--- src/rtl/alm_pkg.sv ---
// ----------------------------------------------------------------------------
// alm_pkg
// Shared types and codes of the array linked list manager: request kinds,
// status codes and the control groups passed between its modules.
// ----------------------------------------------------------------------------
`default_nettype none

package alm_pkg;

  typedef enum logic [1:0] {
    REQ_INSERT   = 2'd0,
    REQ_DELETE   = 2'd1,
    REQ_TRAVERSE = 2'd2
  } req_e;

  typedef enum logic [1:0] {
    ST_OK    = 2'd0,
    ST_FULL  = 2'd1,
    ST_EMPTY = 2'd2,
    ST_BAD   = 2'd3
  } status_e;

  // node data memory access
  typedef struct packed {
    logic we;
    logic re;
  } mem_ctl_t;

  // result control group
  typedef struct packed {
    status_e status;
    logic    last;
  } res_ctl_t;

endpackage

`default_nettype wire

--- src/rtl/alm_store.sv ---
// ----------------------------------------------------------------------------
// alm_store
// Node data memory: code and grade word of every pool node, one write or
// one registered read per cycle.
// ----------------------------------------------------------------------------
`default_nettype none

module alm_store #(
  parameter int POOL_NODES = 32
) (
  input  wire                               clk_i,
  input  alm_pkg::mem_ctl_t                 ctl_i,
  input  wire  [$clog2(POOL_NODES)-1:0]     addr_i,
  input  wire  signed [31:0]                wcode_i,
  input  wire  [31:0]                       wgrade_i,
  output logic signed [31:0]                rcode_o,
  output logic [31:0]                       rgrade_o
);
  import alm_pkg::*;

  logic [63:0] mem [POOL_NODES];
  logic [63:0] rd_q;

  always_ff @(posedge clk_i) begin
    if (ctl_i.we) begin
      mem[addr_i] <= {wgrade_i, wcode_i};
    end
    if (ctl_i.re) begin
      rd_q <= mem[addr_i];
    end
  end

  assign rcode_o  = signed'(rd_q[31:0]);
  assign rgrade_o = rd_q[63:32];

endmodule

`default_nettype wire

--- src/rtl/alm_out_reg.sv ---
// ----------------------------------------------------------------------------
// alm_out_reg
// Output register of the result stream: holds one result item until the
// receiver takes it and packs the fields onto the master side.
// ----------------------------------------------------------------------------
`default_nettype none

module alm_out_reg #(
  parameter int POOL_NODES = 32,
  localparam int IDX_W    = $clog2(POOL_NODES + 1),
  localparam int OUT_W    = 2 * IDX_W + 64,
  localparam int TDATA_W  = ((OUT_W + 7) / 8) * 8
) (
  input  wire                      clk_i,
  input  wire                      rst_ni,
  input  wire                      load_i,
  input  alm_pkg::res_ctl_t        ctl_i,
  input  wire  [IDX_W-1:0]         node_i,
  input  wire  signed [31:0]       code_i,
  input  wire  [31:0]              grade_i,
  input  wire  [IDX_W-1:0]         next_i,
  output logic                     space_o,
  output logic                     m_axis_tvalid_o,
  input  wire                      m_axis_tready_i,
  // node_index, node_code, node_grade, next_index, zero fill
  output logic [TDATA_W-1:0]       m_axis_tdata_o,
  // status
  output logic [1:0]               m_axis_tuser_o,
  output logic                     m_axis_tlast_o
);
  import alm_pkg::*;

  logic              valid_q;
  res_ctl_t          ctl_q;
  logic [IDX_W-1:0]  node_q;
  logic [31:0]       code_q;
  logic [31:0]       grade_q;
  logic [IDX_W-1:0]  next_q;

  assign space_o = !valid_q || m_axis_tready_i;

  always_ff @(posedge clk_i or negedge rst_ni) begin
    if (!rst_ni) begin
      valid_q <= 1'b0;
    end else if (load_i) begin
      valid_q <= 1'b1;
    end else if (m_axis_tready_i) begin
      valid_q <= 1'b0;
    end
  end

  always_ff @(posedge clk_i) begin
    if (load_i) begin
      ctl_q   <= ctl_i;
      node_q  <= node_i;
      code_q  <= code_i;
      grade_q <= grade_i;
      next_q  <= next_i;
    end
  end

  always_comb begin
    m_axis_tdata_o            = '0;
    m_axis_tdata_o[OUT_W-1:0] = {next_q, grade_q, code_q, node_q};
  end

  assign m_axis_tvalid_o = valid_q;
  assign m_axis_tuser_o  = ctl_q.status;
  assign m_axis_tlast_o  = ctl_q.last;

endmodule

`default_nettype wire

--- src/rtl/alm_ctrl.sv ---
// ----------------------------------------------------------------------------
// alm_ctrl
// Sequencer of the list manager: owns the link memory, the list and free
// heads, and steps each request through read-modify-write cycles on it.
// ----------------------------------------------------------------------------
`default_nettype none

module alm_ctrl #(
  parameter int POOL_NODES = 32,
  localparam int IDX_W    = $clog2(POOL_NODES + 1),
  localparam int AW       = $clog2(POOL_NODES)
) (
  input  wire                      clk_i,
  input  wire                      rst_ni,
  input  wire                      in_valid_i,
  output logic                     in_ready_o,
  input  alm_pkg::req_e            req_i,
  input  wire  [IDX_W-1:0]         pred_i,
  output alm_pkg::mem_ctl_t        st_ctl_o,
  output logic [AW-1:0]            st_addr_o,
  input  wire  signed [31:0]       st_code_i,
  input  wire  [31:0]              st_grade_i,
  input  wire                      out_space_i,
  output logic                     out_load_o,
  output alm_pkg::res_ctl_t        out_ctl_o,
  output logic [IDX_W-1:0]         out_node_o,
  output logic signed [31:0]       out_code_o,
  output logic [31:0]              out_grade_o,
  output logic [IDX_W-1:0]         out_next_o
);
  import alm_pkg::*;

  localparam logic [IDX_W-1:0] NIL  = IDX_W'(POOL_NODES);
  localparam logic [IDX_W-1:0] LAST = IDX_W'(POOL_NODES - 1);

  typedef enum logic [3:0] {
    S_CLR,
    S_IDLE,
    S_INS_A,
    S_INS_B,
    S_INS_C,
    S_DEL_A,
    S_DEL_B,
    S_DEL_C,
    S_TRV,
    S_RESP
  } state_e;

  state_e            state_q, state_d;
  logic [IDX_W-1:0]  list_head_q, list_head_d;
  logic [IDX_W-1:0]  free_head_q, free_head_d;
  logic [IDX_W-1:0]  pred_q, pred_d;
  logic [IDX_W-1:0]  node_q, node_d;
  logic [IDX_W-1:0]  cnt_q, cnt_d;
  status_e           res_st_q, res_st_d;
  logic [IDX_W-1:0]  res_node_q, res_node_d;
  logic [IDX_W-1:0]  res_next_q, res_next_d;

  // link memory
  logic [IDX_W-1:0]  link_mem [POOL_NODES];
  logic [IDX_W-1:0]  link_rd_q;
  logic              lk_we, lk_re;
  logic [AW-1:0]     lk_waddr, lk_raddr;
  logic [IDX_W-1:0]  lk_wdata;
  logic              trv_fin;

  always_ff @(posedge clk_i) begin
    if (lk_we) begin
      link_mem[lk_waddr] <= lk_wdata;
    end
    if (lk_re) begin
      link_rd_q <= link_mem[lk_raddr];
    end
  end

  assign in_ready_o = (state_q == S_IDLE);
  assign trv_fin    = (link_rd_q >= NIL) || (cnt_q == LAST);

  always_comb begin
    state_d     = state_q;
    list_head_d = list_head_q;
    free_head_d = free_head_q;
    pred_d      = pred_q;
    node_d      = node_q;
    cnt_d       = cnt_q;
    res_st_d    = res_st_q;
    res_node_d  = res_node_q;
    res_next_d  = res_next_q;
    lk_we       = 1'b0;
    lk_waddr    = '0;
    lk_wdata    = '0;
    lk_re       = 1'b0;
    lk_raddr    = '0;
    st_ctl_o    = '0;
    st_addr_o   = '0;
    out_load_o  = 1'b0;
    out_ctl_o   = '{status: ST_OK, last: 1'b0};
    out_node_o  = '0;
    out_code_o  = '0;
    out_grade_o = '0;
    out_next_o  = '0;

    case (state_q)
      S_CLR: begin
        lk_we    = 1'b1;
        lk_waddr = cnt_q[AW-1:0];
        lk_wdata = cnt_q + 1'b1;
        cnt_d    = cnt_q + 1'b1;
        if (cnt_q == LAST) begin
          state_d = S_IDLE;
        end
      end

      S_IDLE: begin
        if (in_valid_i) begin
          pred_d     = pred_i;
          res_node_d = NIL;
          res_next_d = NIL;
          case (req_i)
            REQ_INSERT: begin
              if (free_head_q >= NIL) begin
                res_st_d = ST_FULL;
                state_d  = S_RESP;
              end else if (pred_i > NIL) begin
                res_st_d = ST_BAD;
                state_d  = S_RESP;
              end else begin
                node_d      = free_head_q;
                lk_re       = 1'b1;
                lk_raddr    = free_head_q[AW-1:0];
                st_ctl_o.we = 1'b1;
                st_addr_o   = free_head_q[AW-1:0];
                state_d     = S_INS_A;
              end
            end
            REQ_DELETE: begin
              if (list_head_q >= NIL) begin
                res_st_d = ST_EMPTY;
                state_d  = S_RESP;
              end else if (pred_i > NIL) begin
                res_st_d = ST_BAD;
                state_d  = S_RESP;
              end else if (pred_i == NIL) begin
                node_d   = list_head_q;
                lk_re    = 1'b1;
                lk_raddr = list_head_q[AW-1:0];
                state_d  = S_DEL_B;
              end else begin
                lk_re    = 1'b1;
                lk_raddr = pred_i[AW-1:0];
                state_d  = S_DEL_A;
              end
            end
            REQ_TRAVERSE: begin
              if (list_head_q >= NIL) begin
                res_st_d = ST_EMPTY;
                state_d  = S_RESP;
              end else begin
                node_d      = list_head_q;
                cnt_d       = '0;
                lk_re       = 1'b1;
                lk_raddr    = list_head_q[AW-1:0];
                st_ctl_o.re = 1'b1;
                st_addr_o   = list_head_q[AW-1:0];
                state_d     = S_TRV;
              end
            end
            default: begin
              state_d = S_IDLE;
            end
          endcase
        end
      end

      S_INS_A: begin
        free_head_d = link_rd_q;
        res_st_d    = ST_OK;
        res_node_d  = node_q;
        if (pred_q == NIL) begin
          lk_we       = 1'b1;
          lk_waddr    = node_q[AW-1:0];
          lk_wdata    = list_head_q;
          res_next_d  = list_head_q;
          list_head_d = node_q;
          state_d     = S_RESP;
        end else begin
          lk_re    = 1'b1;
          lk_raddr = pred_q[AW-1:0];
          state_d  = S_INS_B;
        end
      end

      S_INS_B: begin
        lk_we      = 1'b1;
        lk_waddr   = node_q[AW-1:0];
        lk_wdata   = link_rd_q;
        res_next_d = (pred_q == node_q) ? node_q : link_rd_q;
        state_d    = S_INS_C;
      end

      S_INS_C: begin
        lk_we    = 1'b1;
        lk_waddr = pred_q[AW-1:0];
        lk_wdata = node_q;
        state_d  = S_RESP;
      end

      S_DEL_A: begin
        if (link_rd_q >= NIL) begin
          res_st_d = ST_BAD;
          state_d  = S_RESP;
        end else begin
          node_d   = link_rd_q;
          lk_re    = 1'b1;
          lk_raddr = link_rd_q[AW-1:0];
          state_d  = S_DEL_B;
        end
      end

      S_DEL_B: begin
        if (pred_q == NIL) begin
          list_head_d = link_rd_q;
          lk_we       = 1'b1;
          lk_waddr    = node_q[AW-1:0];
          lk_wdata    = free_head_q;
          free_head_d = node_q;
          res_st_d    = ST_OK;
          res_node_d  = node_q;
          res_next_d  = free_head_q;
          state_d     = S_RESP;
        end else begin
          lk_we    = 1'b1;
          lk_waddr = pred_q[AW-1:0];
          lk_wdata = link_rd_q;
          state_d  = S_DEL_C;
        end
      end

      S_DEL_C: begin
        lk_we       = 1'b1;
        lk_waddr    = node_q[AW-1:0];
        lk_wdata    = free_head_q;
        free_head_d = node_q;
        res_st_d    = ST_OK;
        res_node_d  = node_q;
        res_next_d  = free_head_q;
        state_d     = S_RESP;
      end

      S_TRV: begin
        if (out_space_i) begin
          out_load_o  = 1'b1;
          out_ctl_o   = '{status: ST_OK, last: trv_fin};
          out_node_o  = node_q;
          out_code_o  = st_code_i;
          out_grade_o = st_grade_i;
          out_next_o  = link_rd_q;
          if (trv_fin) begin
            state_d = S_IDLE;
          end else begin
            node_d      = link_rd_q;
            cnt_d       = cnt_q + 1'b1;
            lk_re       = 1'b1;
            lk_raddr    = link_rd_q[AW-1:0];
            st_ctl_o.re = 1'b1;
            st_addr_o   = link_rd_q[AW-1:0];
          end
        end
      end

      S_RESP: begin
        if (out_space_i) begin
          out_load_o = 1'b1;
          out_ctl_o  = '{status: res_st_q, last: 1'b1};
          out_node_o = res_node_q;
          out_next_o = res_next_q;
          state_d    = S_IDLE;
        end
      end

      default: begin
        state_d = S_IDLE;
      end
    endcase
  end

  always_ff @(posedge clk_i or negedge rst_ni) begin
    if (!rst_ni) begin
      state_q     <= S_CLR;
      list_head_q <= NIL;
      free_head_q <= '0;
      pred_q      <= '0;
      node_q      <= '0;
      cnt_q       <= '0;
      res_st_q    <= ST_OK;
      res_node_q  <= '0;
      res_next_q  <= '0;
    end else begin
      state_q     <= state_d;
      list_head_q <= list_head_d;
      free_head_q <= free_head_d;
      pred_q      <= pred_d;
      node_q      <= node_d;
      cnt_q       <= cnt_d;
      res_st_q    <= res_st_d;
      res_node_q  <= res_node_d;
      res_next_q  <= res_next_d;
    end
  end

endmodule

`default_nettype wire

--- src/rtl/array_linked_list_manager_unit.sv ---
// ----------------------------------------------------------------------------
// array_linked_list_manager_unit
// Singly linked list kept in a fixed pool of POOL_NODES nodes, with a free
// list threaded through the same link memory.
//
// Requests come in on the slave stream: tuser is the request kind (insert,
// delete after predecessor, traverse), tdata carries the predecessor index
// (POOL_NODES means the list head), the code and the grade word. Results
// leave on the master stream: tuser is the status, tdata holds the node
// index, code, grade and link, tlast marks the final result of a request.
//
// One request is handled at a time; s_axis_tready_o is high only while the
// sequencer is idle. Insert and delete step through states to their result,
// each step at most one access of the link memory. Traverse reads the list
// head on the request and then gives one node per cycle while the output
// register has space, paced by the link memory read.
// After reset the link memory is initialized in a pass over all POOL_NODES
// entries during which no request is taken. A stalled receiver holds the result in
// the output register, and the sequencer waits for it to free up.
// ----------------------------------------------------------------------------
`default_nettype none

module array_linked_list_manager_unit #(
  parameter int POOL_NODES = 32,
  localparam int IDX_W      = $clog2(POOL_NODES + 1),
  localparam int AW         = $clog2(POOL_NODES),
  localparam int IN_TDATA_W = ((IDX_W + 64 + 7) / 8) * 8,
  localparam int OUT_TDATA_W = ((2 * IDX_W + 64 + 7) / 8) * 8
) (
  input  wire                      clk_i,
  input  wire                      rst_ni,
  input  wire                      s_axis_tvalid_i,
  output logic                     s_axis_tready_o,
  // pred_index, item_code, item_grade, zero fill
  input  wire  [IN_TDATA_W-1:0]    s_axis_tdata_i,
  // req_type
  input  wire  [1:0]               s_axis_tuser_i,
  output logic                     m_axis_tvalid_o,
  input  wire                      m_axis_tready_i,
  // node_index, node_code, node_grade, next_index, zero fill
  output logic [OUT_TDATA_W-1:0]   m_axis_tdata_o,
  // status
  output logic [1:0]               m_axis_tuser_o,
  output logic                     m_axis_tlast_o
);
  import alm_pkg::*;

  logic [IDX_W-1:0]   pred;
  logic signed [31:0] item_code;
  logic [31:0]        item_grade;
  mem_ctl_t           st_ctl;
  logic [AW-1:0]      st_addr;
  logic signed [31:0] st_code;
  logic [31:0]        st_grade;
  logic               out_space;
  logic               out_load;
  res_ctl_t           out_ctl;
  logic [IDX_W-1:0]   out_node;
  logic signed [31:0] out_code;
  logic [31:0]        out_grade;
  logic [IDX_W-1:0]   out_next;

  assign pred       = s_axis_tdata_i[IDX_W-1:0];
  assign item_code  = signed'(s_axis_tdata_i[IDX_W+31:IDX_W]);
  assign item_grade = s_axis_tdata_i[IDX_W+63:IDX_W+32];

  alm_ctrl #(
    .POOL_NODES(POOL_NODES)
  ) u_ctrl (
    .clk_i       (clk_i),
    .rst_ni      (rst_ni),
    .in_valid_i  (s_axis_tvalid_i),
    .in_ready_o  (s_axis_tready_o),
    .req_i       (req_e'(s_axis_tuser_i)),
    .pred_i      (pred),
    .st_ctl_o    (st_ctl),
    .st_addr_o   (st_addr),
    .st_code_i   (st_code),
    .st_grade_i  (st_grade),
    .out_space_i (out_space),
    .out_load_o  (out_load),
    .out_ctl_o   (out_ctl),
    .out_node_o  (out_node),
    .out_code_o  (out_code),
    .out_grade_o (out_grade),
    .out_next_o  (out_next)
  );

  alm_store #(
    .POOL_NODES(POOL_NODES)
  ) u_store (
    .clk_i    (clk_i),
    .ctl_i    (st_ctl),
    .addr_i   (st_addr),
    .wcode_i  (item_code),
    .wgrade_i (item_grade),
    .rcode_o  (st_code),
    .rgrade_o (st_grade)
  );

  alm_out_reg #(
    .POOL_NODES(POOL_NODES)
  ) u_out_reg (
    .clk_i           (clk_i),
    .rst_ni          (rst_ni),
    .load_i          (out_load),
    .ctl_i           (out_ctl),
    .node_i          (out_node),
    .code_i          (out_code),
    .grade_i         (out_grade),
    .next_i          (out_next),
    .space_o         (out_space),
    .m_axis_tvalid_o (m_axis_tvalid_o),
    .m_axis_tready_i (m_axis_tready_i),
    .m_axis_tdata_o  (m_axis_tdata_o),
    .m_axis_tuser_o  (m_axis_tuser_o),
    .m_axis_tlast_o  (m_axis_tlast_o)
  );

endmodule

`default_nettype wire

--- config.mk ---
export PLATFORM = sky130hd
export DESIGN_NAME = array_linked_list_manager_unit
export DESIGN_NICKNAME = d
export VERILOG_FILES = /design/src/rtl/alm_pkg.sv /design/src/rtl/alm_store.sv /design/src/rtl/alm_out_reg.sv /design/src/rtl/alm_ctrl.sv /design/src/rtl/array_linked_list_manager_unit.sv
export SDC_FILE = /design/constraint.sdc
export NUM_CORES = 2
export LEC_CHECK = 0
export BUFFER_PORTS_ARGS = -buffer_cell sky130_fd_sc_hd__buf_2
export CAP_MARGIN = 20
export CORE_MARGIN = 2
export CORE_UTILIZATION = 45
export CTS_BUF_LIST = sky130_fd_sc_hd__clkbuf_4
export DETAILED_ROUTE_END_ITERATION = 16
export GPL_ROUTABILITY_DRIVEN = 0
export SYNTH_ARGS = -nofsm -noshare
export SYNTH_HDL_FRONTEND = slang
export SYNTH_SLANG_ARGS = --single-unit
--- constraint.sdc ---
create_clock -name clk_i -period 9.19 [get_ports clk_i]
set_clock_uncertainty 0.05 [all_clocks]
set_input_delay 0.919 -clock clk_i [delete_from_list [all_inputs] [get_ports clk_i]]
set_output_delay 0.919 -clock clk_i [all_outputs]
set_load 0.01 [all_outputs]
# [Word level (Yosys, flattened, before mapping)]
# Memories as Yosys holds them, arrays and structs flattened. A register that Yosys moved wholly into a read port is not among the register bits.
# Cells that the tools add are included.
[word_totals] out_inout_bits=85 ramBits=2240 register_bits=128 mem_count=2
[memory_table] name="u_store.mem" depth=32 width=64 read_ports=1 rd_ports_with_merged_regs=1 write_ports=1 line="alm_store.sv:21" rtl="logic [63:0] mem [POOL_NODES];"
[memory_table] name="u_ctrl.link_mem" depth=32 width=6 read_ports=1 rd_ports_with_merged_regs=1 write_ports=1 line="alm_ctrl.sv:60" rtl="logic [IDX_W-1:0] link_mem [POOL_NODES];"
[op_classes] order_cmp=4 n_eq_ne=35 addsub=1 mux=110 reduce_logical=28
[op_table] operator="2-to-1 mux 6 bit" count=27
[op_table] operator="case mux 6 bit (3 select lines)" count=5
[op_table] operator="2-to-1 mux 5 bit" count=14
[op_table] operator="2-to-1 mux 4 bit" count=12
[op_table] operator="case mux 4 bit (9 select lines)" count=1
[op_table] operator="case mux 6 bit (2 select lines)" count=3
[op_table] operator="case mux 6 bit (6 select lines)" count=1
[op_table] operator="case mux 6 bit (5 select lines)" count=1
[op_table] operator="case mux 5 bit (5 select lines)" count=1
[op_table] operator="2-to-1 mux 1 bit" count=23
[op_table] operator="case mux 5 bit (2 select lines)" count=2
[op_table] operator="case mux 5 bit (4 select lines)" count=1
[op_table] operator=">= comparator 6 bit (second input constant)" count=3
[op_table] operator="2-to-1 mux 2 bit" count=9
[op_table] operator="equality test 4 x 3 -> 1 bit (second input constant)" count=4
[op_table] operator="inequality test 3 bit (second input constant)" count=5
[op_table] operator="case mux 5 bit (3 select lines)" count=1
[op_table] operator="equality test 6 bit (second input constant)" count=2
[op_table] operator="inequality test 2 x 1 -> 1 bit (second input constant)" count=6
[op_table] operator="inequality test 2 bit (second input constant)" count=6
[op_table] operator="case mux 4 bit (3 select lines)" count=1
[op_table] operator="AND reduction 12 bit" count=1
[op_table] operator="AND reduction 6 bit" count=2
[op_table] operator="nonzero test 3 bit" count=4
[op_table] operator="other kinds (31)" count=43

# [Longest topological paths before layout]
[depth] word_depth=8 mapped_depth=16 mapped_depth_nobuf=10

# [Modules after synthesis]
# Synthesis repeated with hierarchy kept, for this count alone.
[unflattened] hier_cells=5309 hier_area_um2=94371.8
[modules_own_cells] module="alm_store" area_per_inst_um2=79600.1 cells_per_inst=4136 n_inst=1
[modules_own_cells] module="alm_ctrl" area_per_inst_um2=12318.1 cells_per_inst=1086 n_inst=1
[modules_own_cells] module="alm_out_reg" area_per_inst_um2=2453.6 cells_per_inst=87 n_inst=1

# [Worst setup path before layout]
# OpenSTA, ideal clock, no wires.
[synth_path] kind="input port to flip-flop" from="input s_axis_tdata_i[0]" to="memory u_store.mem[1][0] (enable)" path_slack_ns=2.825 required_time_ns=8.654 cell_stages=10 arrival_ns=5.828 path_cell_list="or4_1 buf_2 o21ai_4 a32oi_1 o21ai_0 clkbuf_1 clkbuf_1 buf_2 nand4_1 nor2_1"
[synth_between] elab_chain_cells=8 elab_cells_between_ends=13 classes_between="order compare: 1; mux: 12"
[synth_rtl] element="start, declared" line="array_linked_list_manager_unit.sv:35" rtl="input wire [IN_TDATA_W-1:0] s_axis_tdata_i,"
[synth_rtl] element="> comparator 6 bit *" line="alm_ctrl.sv:124" rtl="end else if (pred_i > NIL) begin"
[synth_rtl] element="2-to-1 mux 1 bit" line="alm_ctrl.sv:124"
[synth_rtl] element="2-to-1 mux 1 bit" line="alm_ctrl.sv:121" rtl="if (free_head_q >= NIL) begin"
[synth_rtl] element="2-to-1 mux 1 bit" line="alm_ctrl.sv:119" rtl="case (req_i)"
[synth_rtl] element="2-to-1 mux 2 bit" line="alm_ctrl.sv:115" rtl="if (in_valid_i) begin"
[synth_rtl] element="2-to-1 mux 1 bit" line="alm_ctrl.sv:103" rtl="case (state_q)"
[synth_rtl] element="2-to-1 mux 1 bit" line="alm_store.sv:25" rtl="if (ctl_i.we) begin"
[synth_rtl] element="2-to-1 mux 1 bit (implied by the code)" line="alm_store.sv:26" rtl="mem[addr_i] <= {wgrade_i, wcode_i};"
[synth_rtl] element="end, declared" line="alm_store.sv:21"
# Mark *: on every way between the ends. The rest lies on a longest branch, timed or not.

# [Worst setup path in the final report]
[layout_path] from="register u_ctrl.state_q[0]" to="memory u_store.mem[20][15] (enable)"
[layout_between] elab_chain_cells=4 elab_cells_between_ends=6 classes_between="eq/ne: 2; mux: 4"
[layout_rtl] element="start, declared" line="alm_ctrl.sv:49" rtl="state_e state_q, state_d;"
[layout_rtl] element="start signal, assigned" line="alm_ctrl.sv:299" rtl="state_q <= state_d;"
[layout_rtl] element="equality test 4 x 1 -> 1 bit" line="alm_ctrl.sv:103"
[layout_rtl] element="2-to-1 mux 1 bit" line="alm_ctrl.sv:103"
[layout_rtl] element="2-to-1 mux 1 bit" line="alm_store.sv:25"
[layout_rtl] element="2-to-1 mux 1 bit (implied by the code)" line="alm_store.sv:26"
# Several ways; a longest one is shown, not always the timed one.

==> reports/results.txt <==
status - complete, no violations
IO Pins - 163
Clock Tree Root - clkbuf_4
crit path kind - reg2reg
Area contributors post-synth - edfxtp_1 76%, mux2i_1 8.4%, o22ai_1 2.3%
P_leak - 40.1 nW
Die H - 462 microns
worst reg-to-reg setup slack - 2950 ps
Crit. End Element - flop
layout cells sized above 1 - 0.216
slowest stage cell, crit path - a22o_1
met3 wire len - 21200 microns
most common cell in the netlist - edfxtp_1
#FFs+latches synth - 2438
Syn Area/Cell - 17.4 sq um
leading area contributor after synthesis - edfxtp_1
Pre-Repair DR Iteration Count - 6
r2r startpoint - u_ctrl.state_q[0]
distinct cell type count after synthesis - 75
final core utilization - 0.516
Ys Warns - 0
initial antenna violation count - 20
WP data required - 10070 ps
crit path buf inv count - 4
Post-synth EDFFs - 2389
worst hold slack - 173 ps
DRC - 0
clk slew on worst S/H paths - 70 ps
Core Footprint - 0.208 sq mm
cell mode on critical path - buf_4
final hold vios - 0
Crit. Startpoint - u_ctrl.state_q[0]
routed vias - 54400
initial DRC count - 5857
Post-Syn Instances - 5426
CTS Buffer Depth - 4
Max FO, Critical Path - 31
postcts setup bufs - 0
die area - 0.213 sq mm
CP cell instances - buf_4 -> inv_2 -> or4_1 -> inv_4 -> and2_2 -> o21a_1 -> a22o_1 -> nand3_1 -> nor2_4 -> buf_4
Routed Antenna Nets - 0
Pwr Density - 224 mW/mm^2
Post-Route WL - 263000 microns
mapped cell area - 0.0942 sq mm
TritonCTS clock tree - built
HPWL Detailed - 131000 microns
setup total negative slack - 0 ps
Fillers - 17200
unrepaired setup endpoints after global routing - false
critical register-to-register path endpoint - u_store.mem[20][15]
GRT Util Overall - 0.243
I/O Buffers - 156
Overall Power - 24.0 mW
register area share after synthesis - 0.774
FP Rows - 167
met2 wire length - 127000 microns
minimum clock period after layout - 6240 ps
family with the most delay on the worst path - simple AND/OR/NAND/NOR gates
drt wl/cell - 28.3 microns
slew at the pin with the worst max-slew slack - 1170 ps
largest net degree at the start of global routing - 180
Via density - 5.85
vias in the first global route - 53500
fmax - 0.160 GHz
starting density of the core - 0.454
Final Worst Setup Slack - 2950 ps
maximum vdd drop - 0.137 mV
top-area cell type share of the netlist area - 0.761
dpl ws - 2810 ps
first-pass GRT wire length - 372000 microns
final setup fails - 0
CP peak stage delay - 1020 ps
part of the cycle the worst path needs - 0.679
total congestion overflow - 0
Primary FF master, synth - edfxtp_1
# clock sinks - 2438
Worst-Skew Late Latency - 1350 ps
max-cap viol count - 0
Die Span X - 462 microns
share of flip-flops with an asynchronous set or reset - 0.0201
Synth top cells by count - 2389 x edfxtp_1, 788 x mux2i_1, 470 x nand2_1, 341 x o22ai_1, 217 x a21oi_1
H-tree Lvls - 6
CTS Buf Count - 641
synth-to-layout area growth - 13.8%
met1 wire length - 107000 microns
Worst R2R Path Depth - 10
WP data arrival - 7120 ps
Rel. slew slack - 0.217
Worst Setup Start Kind - flop
top sig layer - met5
final slew viol count - 0
HP Class - in2async
fin nets - 6199
==> layout by cell type (no fill, tap or decap), types with 18 or more instances in the layout <==
cell type / instances
edfxtp_1: 2389
clkbuf_4: 927
mux2i_1: 788
nand2_1: 470
o22ai_1: 341
a21oi_1: 217
buf_2: 157
nor4_1: 117
nor2_1: 92
buf_4: 86
mux4_2: 81
nand3_1: 77
clkinv_1: 77
and2_1: 74
dlygate4sd3_1: 73
dfrtp_1: 48
o21ai_0: 33
a211oi_1: 33
nor2_4: 32
buf_12: 32
nand4_1: 31
mux2_2: 24
a22oi_1: 23
inv_1: 21
nor3_1: 18
==> cell families (layout without fill, tap and decap cells) <==
kind of cell	Yosys count	after routing	synth area share
other cells	1	14	0.0000398
fa+ha+maj	5	5	0.000664
buf+inv	331	1414	0.0165
xor+xnor	10	10	0.000930
simple gates	957	957	0.0476
mux	894	894	0.106
compound gates	790	790	0.0539
flops	2438	2438	0.774
==> cell type report <==
type                            count  area, sq um  area share
Clock buffer                      927         6960      0.0649
Timing Repair Buffer              351         2890      0.0269
Tap cell                         2788         3490      0.0325
Sequential cell                  2438        73000       0.680
Antenna cell                       10         25.0    0.000233
Multi-Input combinational cell   2660        20100       0.187
Inverter                           24         97.6    0.000910
Clock inverter                    112          707     0.00659
==> where the power goes <==
part | switching, mW | internal [mW] | leakage, nW
logic | 1.45 | 0.679 | 13.3
clock network | 4.23 | 4.85 | 4.62
registers | 0.223 | 12.6 | 22.2
total | 5.90 | 18.1 | 40.1
==> flip-flops by register name, indices dropped and copies added, names as in the netlist <==
signal / flops
u_ctrl.cnt_q: 6
u_ctrl.free_head_q: 6
u_ctrl.link_mem: 192
u_ctrl.link_rd_q: 6
u_ctrl.list_head_q: 6
u_ctrl.node_q: 6
u_ctrl.pred_q: 6
u_ctrl.res_next_q: 6
u_ctrl.res_node_q: 6
u_ctrl.res_st_q: 2
u_ctrl.state_q: 4
u_out_reg.code_q: 32
u_out_reg.grade_q: 32
u_out_reg.m_axis_tlast_o: 1
u_out_reg.m_axis_tuser_o: 2
u_out_reg.m_axis_tvalid_o: 1
u_out_reg.next_q: 6
u_out_reg.node_q: 6
u_store.mem: 2048
u_store.rd_q: 64
==> per-stage QoR <==
stage / instance area (sq um) / std cells
4_1_cts: 107000 / 9296
5_1_grt: 107000 / 9307
3_3_place_gp: 98700 / 8181
3_5_place_dp: 98700 / 8184
2_1_floorplan: 94200 / 5429
6_report: 107000 / 9310
==> per-layer routing <==
layer	GRT usage	vias up
met5	0	-
met4	0.0852	16
met3	0.0464	493
met2	0.395	2609
met1	0.329	27900
li1	-	23400
==> how the worst max path moves through the flow <==
| stage | end | slack, ps | cells after the start |
|---|---|---|---|
| final | u_store.mem[20][15] | 2950 | 10 |
| after global routing | u_store.mem[20][13] | 2800 | 10 |
| after CTS | u_store.mem[19][5] | 2930 | 11 |
| after detailed placement | u_store.mem[19][54] | 2810 | 10 |
| after global placement | u_store.mem[14][52] | 2810 | 10 |
| after floorplan | u_store.mem[1][0] | 2830 | 10 |
==> worst min-delay path: cells and delay by family <==
family / cells / cell delay (ps)
buffers and inverters: 3 / 1130
==> repair_timing <==
| action | 4_1_cts | 5_1_grt |
|---|---|---|
| hold buffers | 73 | 0 |
| endpoints found under the setup margin | 0 | 0 |
| endpoints found under the hold margin | 2085 | 0 |
| gates resized for setup | 0 | 0 |
No activity file was read; power rests on OpenSTA's default activity.
